[src/hw/rtl/osws_pkg.sv]
// Shared types and constants of the obstacle-steering wheel-speed block.
package osws_pkg;

  // Configuration port
  localparam int AddrW = 5;
  localparam int DataW = 32;

  typedef enum logic [2:0] {
    REG_MAX_SPEED   = 3'd0,
    REG_SIDE_GAIN   = 3'd1,
    REG_CENTRE_GAIN = 3'd2,
    REG_CENTRE_NEAR = 3'd3,
    REG_CENTRE_CLOSE = 3'd4,
    REG_STILL_LIMIT = 3'd5,
    REG_STILL_X     = 3'd6,
    REG_STILL_Y     = 3'd7
  } reg_idx_e;

  typedef struct packed {
    logic [14:0] max_speed;
    logic [15:0] side_gain;
    logic [15:0] centre_gain;
    logic [7:0]  centre_near_mm;
    logic [7:0]  centre_close_mm;
    logic [7:0]  still_limit;
    logic [13:0] still_x_mg;
    logic [13:0] still_y_mg;
  } cfg_t;

  localparam logic [14:0] MaxSpeedRst   = 15'd4424;
  localparam logic [15:0] SideGainRst   = 16'd4096;
  localparam logic [15:0] CentreGainRst = 16'd12288;
  localparam logic [7:0]  CentreNearRst = 8'd130;
  localparam logic [7:0]  CentreCloseRst = 8'd50;
  localparam logic [7:0]  StillLimitRst = 8'd10;
  localparam logic [13:0] StillXRst     = 14'd600;
  localparam logic [13:0] StillYRst     = 14'd1200;

  // Steering modes, as carried on the result channel
  typedef enum logic [1:0] {
    MODE_WANDER = 2'd0,
    MODE_LEFT   = 2'd1,
    MODE_RIGHT  = 2'd2,
    MODE_CLOSE  = 2'd3
  } steer_mode_e;

  // Speeds
  localparam logic signed [15:0] RightDriveRst = 16'sd2212;
  localparam int SpeedOne = 16384;
  localparam logic [7:0] NoTarget = 8'd255;

  // Shared constant divider: dividend bits, bits retired per cycle
  localparam int DivW     = 21;
  localparam int DivBits  = 3;
  localparam int DivIters = DivW / DivBits;
  localparam int DivCntW  = $clog2(DivIters);
  localparam int DvsrW    = 7;

  localparam logic [DvsrW-1:0] Dvsr25  = DvsrW'(25);
  localparam logic [DvsrW-1:0] Dvsr35  = DvsrW'(35);
  localparam logic [DvsrW-1:0] Dvsr8   = DvsrW'(8);
  localparam logic [DvsrW-1:0] Dvsr120 = DvsrW'(120);

  // Controller to datapath
  typedef struct packed {
    logic cap;     // capture input beat
    logic eval;    // stillness, mode, gain product, digit product
    logic prep;    // load divider
    logic step;    // one divider iteration
    logic commit;  // update drive, load result register
  } dp_cmd_t;

  typedef struct packed {
    logic out_free;  // result register can take a new beat
  } dp_stat_t;

endpackage

[src/hw/rtl/osws_cfg.sv]
// Configuration register file behind the APB-style port.
module osws_cfg (
  input  logic                          clk_i,
  input  logic                          rst_ni,
  input  logic                          psel,
  input  logic                          penable,
  input  logic                          pwrite,
  input  logic [osws_pkg::AddrW-1:0]    paddr,
  input  logic [osws_pkg::DataW-1:0]    pwdata,
  output logic [osws_pkg::DataW-1:0]    prdata,
  output logic                          pready,
  output osws_pkg::cfg_t                cfg_o
);
  import osws_pkg::*;

  cfg_t     cfg_q;
  reg_idx_e idx;
  logic     wr_en;

  assign pready = 1'b1;
  assign idx    = reg_idx_e'(paddr[AddrW-1:2]);
  assign wr_en  = psel & penable & pwrite & pready;
  assign cfg_o  = cfg_q;

  always_ff @(posedge clk_i or negedge rst_ni) begin
    if (!rst_ni) begin
      cfg_q.max_speed       <= MaxSpeedRst;
      cfg_q.side_gain       <= SideGainRst;
      cfg_q.centre_gain     <= CentreGainRst;
      cfg_q.centre_near_mm  <= CentreNearRst;
      cfg_q.centre_close_mm <= CentreCloseRst;
      cfg_q.still_limit     <= StillLimitRst;
      cfg_q.still_x_mg      <= StillXRst;
      cfg_q.still_y_mg      <= StillYRst;
    end else if (wr_en) begin
      unique case (idx)
        REG_MAX_SPEED:    cfg_q.max_speed       <= pwdata[14:0];
        REG_SIDE_GAIN:    cfg_q.side_gain       <= pwdata[15:0];
        REG_CENTRE_GAIN:  cfg_q.centre_gain     <= pwdata[15:0];
        REG_CENTRE_NEAR:  cfg_q.centre_near_mm  <= pwdata[7:0];
        REG_CENTRE_CLOSE: cfg_q.centre_close_mm <= pwdata[7:0];
        REG_STILL_LIMIT:  cfg_q.still_limit     <= pwdata[7:0];
        REG_STILL_X:      cfg_q.still_x_mg      <= pwdata[13:0];
        REG_STILL_Y:      cfg_q.still_y_mg      <= pwdata[13:0];
      endcase
    end
  end

  always_comb begin
    unique case (idx)
      REG_MAX_SPEED:    prdata = DataW'(cfg_q.max_speed);
      REG_SIDE_GAIN:    prdata = DataW'(cfg_q.side_gain);
      REG_CENTRE_GAIN:  prdata = DataW'(cfg_q.centre_gain);
      REG_CENTRE_NEAR:  prdata = DataW'(cfg_q.centre_near_mm);
      REG_CENTRE_CLOSE: prdata = DataW'(cfg_q.centre_close_mm);
      REG_STILL_LIMIT:  prdata = DataW'(cfg_q.still_limit);
      REG_STILL_X:      prdata = DataW'(cfg_q.still_x_mg);
      REG_STILL_Y:      prdata = DataW'(cfg_q.still_y_mg);
    endcase
  end

endmodule

[src/hw/rtl/osws_ctrl.sv]
// Sequencer: capture, evaluate, divide, commit.
module osws_ctrl (
  input  logic               clk_i,
  input  logic               rst_ni,
  input  logic               in_valid_i,
  output logic               in_ready_o,
  output osws_pkg::dp_cmd_t  cmd_o,
  input  osws_pkg::dp_stat_t stat_i
);
  import osws_pkg::*;

  typedef enum logic [2:0] {
    ST_IDLE,
    ST_EVAL,
    ST_PREP,
    ST_DIV,
    ST_COMMIT
  } state_e;

  state_e             state_q;
  logic [DivCntW-1:0] cnt_q;

  assign in_ready_o = (state_q == ST_IDLE);

  always_comb begin
    cmd_o        = '0;
    cmd_o.cap    = (state_q == ST_IDLE) & in_valid_i;
    cmd_o.eval   = (state_q == ST_EVAL);
    cmd_o.prep   = (state_q == ST_PREP);
    cmd_o.step   = (state_q == ST_DIV);
    cmd_o.commit = (state_q == ST_COMMIT) & stat_i.out_free;
  end

  always_ff @(posedge clk_i or negedge rst_ni) begin
    if (!rst_ni) begin
      state_q <= ST_IDLE;
      cnt_q   <= '0;
    end else begin
      unique case (state_q)
        ST_IDLE: begin
          if (in_valid_i) state_q <= ST_EVAL;
        end
        ST_EVAL: begin
          state_q <= ST_PREP;
        end
        ST_PREP: begin
          cnt_q   <= '0;
          state_q <= ST_DIV;
        end
        ST_DIV: begin
          cnt_q <= cnt_q + 1'b1;
          if (cnt_q == DivCntW'(DivIters - 1)) state_q <= ST_COMMIT;
        end
        ST_COMMIT: begin
          if (stat_i.out_free) state_q <= ST_IDLE;
        end
        default: state_q <= ST_IDLE;
      endcase
    end
  end

endmodule

[src/hw/rtl/osws_dp.sv]
// Datapath: input register, mode choice, gain product, constant divider, drive update.
module osws_dp (
  input  logic                clk_i,
  input  logic                rst_ni,
  input  osws_pkg::cfg_t      cfg_i,
  input  osws_pkg::dp_cmd_t   cmd_i,
  output osws_pkg::dp_stat_t  stat_o,
  input  logic [7:0]          left_range_i,
  input  logic [7:0]          centre_range_i,
  input  logic [7:0]          right_range_i,
  input  logic                range_event_i,
  input  logic signed [14:0]  accel_x_mg_i,
  input  logic signed [14:0]  accel_y_mg_i,
  input  logic [3:0]          random_digit_i,
  output logic                out_valid_o,
  input  logic                out_ready_i,
  output logic signed [15:0]  left_speed_o,
  output logic signed [15:0]  right_speed_o,
  output logic                reverse_pulse_o,
  output logic [1:0]          steer_mode_o
);
  import osws_pkg::*;

  localparam logic signed [22:0] SatHi23 = 23'(SpeedOne);
  localparam logic signed [22:0] SatLo23 = -23'(SpeedOne);
  localparam logic signed [17:0] SatHi18 = 18'(SpeedOne);
  localparam logic signed [17:0] SatLo18 = -18'(SpeedOne);

  // Captured beat
  logic [7:0]         l_q, c_q, r_q;
  logic               ev_q;
  logic signed [14:0] ax_q, ay_q;
  logic [3:0]         dig_q;

  // State
  logic signed [15:0] drive_q;
  logic [7:0]         still_cnt_q;

  // Evaluation results
  steer_mode_e        mode_q, mode_d;
  logic               near_q, pulse_q;
  logic [31:0]        prod_q;
  logic [18:0]        dm_q;

  // Divider
  logic [DivW-1:0]    quo_q, quo_d;
  logic [DvsrW-1:0]   rem_q, rem_d;
  logic [DvsrW-1:0]   dvsr_q, dvsr_d;
  logic               neg_q, neg_d;
  logic [DivW-1:0]    dvnd_d;

  // Result register
  logic               out_vld_q;
  logic signed [15:0] left_q, right_q;
  logic               rev_q;
  steer_mode_e        omode_q;

  // Evaluation
  logic [14:0] ax_mag, ay_mag;
  logic        still, near;
  logic [7:0]  still_cnt_d;

  always_comb begin
    ax_mag      = ax_q[14] ? 15'(-ax_q) : 15'(ax_q);
    ay_mag      = ay_q[14] ? 15'(-ay_q) : 15'(ay_q);
    still       = (ax_mag < {1'b0, cfg_i.still_x_mg}) && (ay_mag < {1'b0, cfg_i.still_y_mg});
    still_cnt_d = still ? ((still_cnt_q == 8'hFF) ? still_cnt_q : still_cnt_q + 1'b1) : 8'd0;
    near        = c_q < cfg_i.centre_near_mm;
    mode_d      = MODE_WANDER;
    if (ev_q) begin
      priority if (near && (c_q < cfg_i.centre_close_mm)) mode_d = MODE_CLOSE;
      else if ((l_q >= r_q) && (r_q != NoTarget))        mode_d = MODE_RIGHT;
      else if (r_q > l_q)                                 mode_d = MODE_LEFT;
      else                                                mode_d = MODE_WANDER;
    end
  end

  // Divider set-up: magnitude, divisor and sign of the drive correction
  logic signed [17:0] two_r, m_ext, dev;
  logic [16:0]        dev_mag;
  logic               dev_big;
  logic signed [20:0] num, dm_ext, r8;
  logic [19:0]        num_mag;

  always_comb begin
    two_r   = {drive_q[15], drive_q, 1'b0};
    m_ext   = {3'b000, cfg_i.max_speed};
    dev     = two_r - m_ext;
    dev_mag = dev[17] ? 17'(-dev) : 17'(dev);
    dev_big = (21'({dev_mag, 3'b000}) + 21'(dev_mag)) > 21'({cfg_i.max_speed, 1'b0});
    dm_ext  = {2'b00, dm_q};
    r8      = {{2{drive_q[15]}}, drive_q, 3'b000};
    num     = dm_ext - r8;
    num_mag = num[20] ? 20'(-num) : 20'(num);

    unique case (mode_q)
      MODE_LEFT, MODE_RIGHT: begin
        // gain/100: prod/102400 = (prod/4096)/25
        dvnd_d = near_q ? DivW'(prod_q[31:12]) : DivW'(cfg_i.side_gain);
        dvsr_d = Dvsr25;
        neg_d  = (mode_q == MODE_RIGHT);
      end
      MODE_CLOSE: begin
        // gain/70: prod/71680 = (prod/2048)/35
        dvnd_d = near_q ? DivW'(prod_q[31:11]) : DivW'({cfg_i.side_gain, 1'b0});
        dvsr_d = Dvsr35;
        neg_d  = 1'b1;
      end
      MODE_WANDER: begin
        if (dev_big) begin
          dvnd_d = DivW'(dev_mag);
          dvsr_d = Dvsr8;
          neg_d  = ~dev[17];
        end else begin
          dvnd_d = DivW'(num_mag);
          dvsr_d = Dvsr120;
          neg_d  = num[20];
        end
      end
    endcase
  end

  // Restoring division, DivBits quotient bits per cycle on a narrow remainder
  logic [DvsrW:0] trial;

  always_comb begin
    quo_d = quo_q;
    rem_d = rem_q;
    trial = '0;
    for (int i = 0; i < DivBits; i++) begin
      trial = {rem_d, quo_d[DivW-1]};
      quo_d = {quo_d[DivW-2:0], 1'b0};
      if (trial >= {1'b0, dvsr_q}) begin
        rem_d    = DvsrW'(trial - {1'b0, dvsr_q});
        quo_d[0] = 1'b1;
      end else begin
        rem_d = trial[DvsrW-1:0];
      end
    end
  end

  // Drive update and left speed
  logic signed [22:0] sum;
  logic signed [15:0] drive_d;
  logic signed [17:0] left_w;
  logic signed [15:0] left_d;

  always_comb begin
    sum = neg_q ? (23'(drive_q) - signed'({2'b00, quo_q}))
                : (23'(drive_q) + signed'({2'b00, quo_q}));
    priority if (sum > SatHi23) drive_d = 16'(SatHi23);
    else if (sum < SatLo23)     drive_d = 16'(SatLo23);
    else                        drive_d = 16'(sum);
    left_w = m_ext - 18'(drive_d);
    priority if (left_w > SatHi18) left_d = 16'(SatHi18);
    else if (left_w < SatLo18)     left_d = 16'(SatLo18);
    else                           left_d = 16'(left_w);
  end

  // Payload registers
  always_ff @(posedge clk_i) begin
    if (cmd_i.cap) begin
      l_q   <= left_range_i;
      c_q   <= centre_range_i;
      r_q   <= right_range_i;
      ev_q  <= range_event_i;
      ax_q  <= accel_x_mg_i;
      ay_q  <= accel_y_mg_i;
      dig_q <= random_digit_i;
    end
    if (cmd_i.eval) begin
      mode_q  <= mode_d;
      near_q  <= near;
      pulse_q <= (still_cnt_d == cfg_i.still_limit);
      prod_q  <= cfg_i.side_gain * cfg_i.centre_gain;
      dm_q    <= dig_q * cfg_i.max_speed;
    end
    if (cmd_i.prep) begin
      quo_q  <= dvnd_d;
      rem_q  <= '0;
      dvsr_q <= dvsr_d;
      neg_q  <= neg_d;
    end else if (cmd_i.step) begin
      quo_q <= quo_d;
      rem_q <= rem_d;
    end
    if (cmd_i.commit) begin
      left_q  <= left_d;
      right_q <= drive_d;
      rev_q   <= pulse_q;
      omode_q <= mode_q;
    end
  end

  // Control and state registers
  always_ff @(posedge clk_i or negedge rst_ni) begin
    if (!rst_ni) begin
      drive_q     <= RightDriveRst;
      still_cnt_q <= '0;
      out_vld_q   <= 1'b0;
    end else begin
      if (cmd_i.eval)   still_cnt_q <= still_cnt_d;
      if (cmd_i.commit) drive_q     <= drive_d;
      if (cmd_i.commit)     out_vld_q <= 1'b1;
      else if (out_ready_i) out_vld_q <= 1'b0;
    end
  end

  assign stat_o.out_free = ~out_vld_q | out_ready_i;
  assign out_valid_o     = out_vld_q;
  assign left_speed_o    = left_q;
  assign right_speed_o   = right_q;
  assign reverse_pulse_o = rev_q;
  assign steer_mode_o    = omode_q;

endmodule

[src/hw/rtl/obstacle_steer_wheel_speed.sv]
// Top level of the obstacle-steering wheel-speed controller.
//
//  channel   dir  handshake                  payload
//  s_axis    in   tvalid/tready              tdata: ranges, accel, digit; tuser: range event
//  m_axis    out  tvalid/tready              tdata: speeds, reverse pulse; tuser: steer mode
//  apb       in   psel/penable/pwrite/pready 8 registers at byte address 4*index
//
// One control tick runs from input beat to result: capture, evaluate
// (stillness, mode, 16x16 gain product, digit product), divider load, the iterations of the
// shared 3-bit-per-cycle constant divider, then commit. The next beat is taken
// the cycle after commit, so a new beat is never taken while a tick is in flight.
// Reset restores the configuration registers, right drive 2212 and a zero stillness count.
// The result sits in an output register; a stalled master holds only the commit
// step, and a fresh input beat is taken while the last result waits.
module obstacle_steer_wheel_speed (
  input  logic                       clk_i,
  input  logic                       rst_ni,
  // input stream
  input  logic                       s_axis_tvalid,
  output logic                       s_axis_tready,
  // [7:0] left_range, [15:8] centre_range, [23:16] right_range,
  // [38:24] accel_x_mg, [53:39] accel_y_mg, [57:54] random_digit, [63:58] zero
  input  logic [63:0]                s_axis_tdata,
  // [0] range_event
  input  logic                       s_axis_tuser,
  // result stream
  output logic                       m_axis_tvalid,
  input  logic                       m_axis_tready,
  // [15:0] left_speed, [31:16] right_speed, [32] reverse_pulse, [39:33] zero
  output logic [39:0]                m_axis_tdata,
  // [1:0] steer_mode
  output logic [1:0]                 m_axis_tuser,
  // configuration
  input  logic                       psel,
  input  logic                       penable,
  input  logic                       pwrite,
  input  logic [osws_pkg::AddrW-1:0] paddr,
  input  logic [osws_pkg::DataW-1:0] pwdata,
  output logic [osws_pkg::DataW-1:0] prdata,
  output logic                       pready
);
  import osws_pkg::*;

  cfg_t     cfg;
  dp_cmd_t  cmd;
  dp_stat_t stat;

  logic signed [15:0] left_speed, right_speed;
  logic               reverse_pulse;

  osws_cfg u_cfg (
    .clk_i   (clk_i),
    .rst_ni  (rst_ni),
    .psel    (psel),
    .penable (penable),
    .pwrite  (pwrite),
    .paddr   (paddr),
    .pwdata  (pwdata),
    .prdata  (prdata),
    .pready  (pready),
    .cfg_o   (cfg)
  );

  osws_ctrl u_ctrl (
    .clk_i      (clk_i),
    .rst_ni     (rst_ni),
    .in_valid_i (s_axis_tvalid),
    .in_ready_o (s_axis_tready),
    .cmd_o      (cmd),
    .stat_i     (stat)
  );

  osws_dp u_dp (
    .clk_i           (clk_i),
    .rst_ni          (rst_ni),
    .cfg_i           (cfg),
    .cmd_i           (cmd),
    .stat_o          (stat),
    .left_range_i    (s_axis_tdata[7:0]),
    .centre_range_i  (s_axis_tdata[15:8]),
    .right_range_i   (s_axis_tdata[23:16]),
    .range_event_i   (s_axis_tuser),
    .accel_x_mg_i    (s_axis_tdata[38:24]),
    .accel_y_mg_i    (s_axis_tdata[53:39]),
    .random_digit_i  (s_axis_tdata[57:54]),
    .out_valid_o     (m_axis_tvalid),
    .out_ready_i     (m_axis_tready),
    .left_speed_o    (left_speed),
    .right_speed_o   (right_speed),
    .reverse_pulse_o (reverse_pulse),
    .steer_mode_o    (m_axis_tuser)
  );

  assign m_axis_tdata = {7'b0, reverse_pulse, right_speed, left_speed};

endmodule
[config.mk]
export PLATFORM = sky130hd
export DESIGN_NAME = obstacle_steer_wheel_speed
export DESIGN_NICKNAME = d
export VERILOG_FILES = /design/src/hw/rtl/osws_pkg.sv /design/src/hw/rtl/osws_cfg.sv /design/src/hw/rtl/osws_ctrl.sv /design/src/hw/rtl/osws_dp.sv /design/src/hw/rtl/obstacle_steer_wheel_speed.sv
export SDC_FILE = /design/constraint.sdc
export NUM_CORES = 2
export LEC_CHECK = 0
export BUFFER_PORTS_ARGS = -buffer_cell sky130_fd_sc_hd__buf_2
export CAP_MARGIN = 20
export CELL_PAD_IN_SITES_DETAIL_PLACEMENT = 1
export CELL_PAD_IN_SITES_GLOBAL_PLACEMENT = 2
export CORE_ASPECT_RATIO = 1.75
export CORE_MARGIN = 10
export CORE_UTILIZATION = 44
export DETAILED_ROUTE_END_ITERATION = 7
export MAX_ROUTING_LAYER = met4
export PLACE_DENSITY_LB_ADDON = 0.1
export SYNTH_ARGS = -nofsm -noshare
export SYNTH_HDL_FRONTEND = slang
export SYNTH_SLANG_ARGS = --single-unit
[constraint.sdc]
create_clock -name clk_i -period 12.4 [get_ports clk_i]
set_clock_uncertainty 0.05 [all_clocks]
set_input_delay 1.24 -clock clk_i [delete_from_list [all_inputs] [get_ports clk_i]]
set_output_delay 1.24 -clock clk_i [all_outputs]
set_load 0.02 [all_outputs]
==> metrics.csv <==
stage;metric;value;unit
power_and_ir_drop;p_leak;15.3;nW
route;drt_iter0_drc;1150;
synthesis;synthTopCellsByArea;edfxtp_1, fa_1, ha_1, dfrtp_1, nand2_1;
floorplan;core_area;69800;sq um
global_routing;use_met2;49.8;%
power_and_ir_drop;peakVddDrop;0.179;mV
sta;hold_ws;0.462;ns
floorplan;pin_count;186;
critical_path;r2r-start;u_dp.quo_q[0]$_DFFE_PN_;
finish;nets;4031;
global_routing;grt_pass1_vias;28300;
global_routing;grt.met3_usage;2.65;%
critical_path;critPathLaunchType;flip-flop;
route;wirelength;104000;microns
sta;hold_violations;0;
critical_path;cpMaxStageDelayCell;a221oi_1;
clock_network;postCtsSetupBuffers;0;
clock_network;insertion_delay;0.60;ns
run_status;outcome;finished, final reports clean;
floorplan;fp.dieH;371;microns
finish;area_growth;8.40;%
global_routing;busiest_layer;met2;
placement;hpwl;83800;microns
finish;multi_input_area;20500;sq um
sta;maxSlewViolCount;0;
placement;portBuffers;137;
critical_path;cp_data_arrival_time;10.00;ns
clock_network;clockBufferDepth;3;
critical_path;worstSetupPathType;flip-flop to flip-flop;
clock_network;numCtsBuffers;36;
synthesis;async_flop_share;42.9;%
critical_path;reg2reg_depth;34;
synthesis;ys_ff_latch;303;
clock_network;h-tree-depth;2;
route;viasPerCell;5.78;
route;drtPass1Iterations;5;
power_and_ir_drop;finalPower;9.72;mW
clock_network;cts_hold_buf;0;
global_routing;grt_overflow;0;
floorplan;start_util;44.5;%
synthesis;syn_area;31100;sq um
critical_path;path_max_fanout;41;
synthesis;synth.distinct_cells;110;
worst_hold_path;hold_path.class;flip-flop to flip-flop;
sta;timing.final.ws_setup;2.69;ns
worst_hold_path;hold_depth;2;
global_routing;grt_max_degree;86;
placement;gp_congestion;0.901;
critical_path;r2r-end;u_dp.left_speed_o[5]$_SDFFCE_PP0P_;
placement;pre_cts_ws;2.77;ns
sta;fin_setup_tns;0;ns
synthesis;ys_seq_area_share;27.1;%
sta;maxSlewHeadroom;27.0;%
critical_path;r2r_setup_slack;2.69;ns
finish;ff_latch_area;8410;sq um
synthesis;synth_top_area_cell;edfxtp_1;
synthesis;synthTopCellsByCount;nand2_1, inv_1, ha_1;
floorplan;die_area;82000;sq um
synthesis;synth_ff_type;edfxtp_1;
floorplan;fp-row-count;128;
floorplan;fp.dieW;221;microns
route;wl_per_cell;24.1;microns
sta;finalSetupViolCount;0;
global_routing;grt_util_met1;24.4;%
synthesis;synth_most_common_cell;nand2_1;
critical_path;crit_path_end_kind;flip-flop;
synthesis;synth-edff-count;166;
worst_hold_path;hold_end;u_dp.rem_q[4]$_SDFFE_PN0P_;
worst_hold_path;min_from;u_dp.rem_q[4]$_SDFFE_PN0P_;
finish;n_fill_cell;8063;
finish;fin_util;48.2;%
synthesis;yosys_warnings;0;
global_routing;antenna_found_initial;1;
sta;worst_slew_pin_slew;1.09;ns
synthesis;avgSynthCellArea;9.35;sq um
clock_network;path_clk_slew;0.07;ns
route;ant_nets;0;
synthesis;netlist_instances;3323;
clock_network;ctsResizeCount;0;
clock_network;cts-root-buf;clkbuf_16;
critical_path;cp_data_required_time;12.69;ns
global_routing;grt_pass1_wl;161000;microns
clock_network;clock-sinks;303;
route;vias;25000;
sta;finalCritPeriodShare;78.3;%
power_and_ir_drop;p_per_area;289;nW/um^2
critical_path;cpPeakStageDelay;0.65;ns
global_routing;grt_use_total;26.0;%
sta;clock.fmax;0.103;GHz
run;max-cap-violations;0;
sta;period_minus_slack;9.71;ns
critical_path;crit_buf_inv;5;
finish;antennaDiodeCount;0;
clock_network;cts_tree;done;
sta;rsz0062_at_grt;no;
finish;drive_gt1_share;11.2;%
critical_path;critical-path-top-delay-family;compound AO/OA/AOI/OAI gates;
synthesis;synth_top_cell_area_share;16.0;%
route;drc;0;
-- where the power goes --
group / switching (mW) / total (mW) / internal, mW
registers: 0.344 / 1.80 / 1.46
clock network: 0.491 / 1.11 / 0.620
logic: 4.08 / 6.81 / 2.73
total: 4.92 / 9.72 / 4.81
-- flip-flops by register name (all words and copies together), names as in the netlist, 15 cells and up --
signal and cells:
u_dp.left_speed_o 16, u_dp.quo_q 21, u_cfg.cfg_o 99, u_dp.prod_q 21
u_dp.right_speed_o 16, u_dp.ay_q 15, u_dp.dm_q 19, u_dp.ax_q 15
u_dp.drive_q 16
-- cell usage in the layout (no fill, tap or decap), drive strengths merged, types with 13 or more instances in the layout --
cell type | synthesis | routed
a21o | 46 | 46
a21oi | 113 | 113
a221oi | 18 | 18
a31oi | 27 | 27
and2 | 127 | 127
and3 | 13 | 13
buf | 46 | 166
clkbuf | 107 | 47
conb | 2 | 24
dfrtp | 104 | 104
dfstp | 26 | 26
edfxtp | 166 | 166
fa | 227 | 227
ha | 299 | 299
inv | 401 | 405
mux2 | 64 | 64
mux2i | 27 | 27
nand2 | 406 | 406
nand2b | 40 | 40
nand3 | 47 | 47
nand3b | 16 | 16
nand4 | 16 | 16
nor2 | 180 | 180
nor2b | 28 | 28
nor3 | 54 | 54
nor4 | 15 | 15
o21a | 38 | 38
o21ai | 168 | 168
o22ai | 20 | 20
o31ai | 39 | 39
or2 | 23 | 23
or3 | 23 | 23
xnor2 | 133 | 133
xor2 | 54 | 54
-- area by class of cell --
cell class                      count  area share, %
Sequential cell                   303           25.0
Timing Repair Buffer              166           2.74
Inverter                          403           4.50
Tap cell                          910           3.38
Clock buffer                       47           2.83
Multi-Input combinational cell   2486           60.8
Clock inverter                     18          0.725
-- worst register-to-register path: cells and delay by family (launching register included) --
kind / cells / cell delay, ns
XOR/XNOR: 1 / 0.36
AO/OA/AOI/OAI: 12 / 3.32
flip-flops: 1 / 0.57
AND/OR/NAND/NOR: 12 / 3.19
buffers and inverters: 5 / 0.87
adder cells (fa/ha/maj): 4 / 1.09
-- layer usage --
metal | share of wire (%) | up-vias
li1 | - | 11400
met1 | 35 | 12800
met3 | 2.8 | 270
met5 | 0 | -
met4 | 6.9 | 0
met2 | 55 | 558
-- per-stage QoR --
step                      cells  instance area, sq um
final                      4333                 33700
after global routing       4333                 33700
after CTS                  4330                 33600
after global placement     4265                 32400
after floorplan            3345                 31100
after detailed placement   4265                 32400
-- worst max-delay path by stage --
stage	start	end	slack (ns)	depth (start not counted)
after floorplan	u_dp.quo_q[8]$_DFFE_PN_	u_dp.left_speed_o[11]$_SDFFCE_PP0P_	4.80	33
after global placement	u_dp.quo_q[0]$_DFFE_PN_	u_dp.left_speed_o[5]$_SDFFCE_PP0P_	2.95	34
final	u_dp.quo_q[0]$_DFFE_PN_	u_dp.left_speed_o[5]$_SDFFCE_PP0P_	2.69	34
after global routing	u_dp.quo_q[8]$_DFFE_PN_	u_dp.left_speed_o[5]$_SDFFCE_PP0P_	2.24	32
after CTS	u_dp.quo_q[0]$_DFFE_PN_	u_dp.left_speed_o[5]$_SDFFCE_PP0P_	2.69	34
after detailed placement	u_dp.quo_q[0]$_DFFE_PN_	u_dp.left_speed_o[5]$_SDFFCE_PP0P_	2.77	34
-- cells by family after synthesis --
group	Yosys count	synth area share, %
other cells	2	0.0242
xor+xnor	187	5.30
fa+ha+maj	526	26.7
mux	100	3.86
buf+inv	556	7.27
simple gates	1029	16.1
flops	303	27.1
compound gates	620	13.7
No activity file was read; power rests on OpenSTA's default activity.
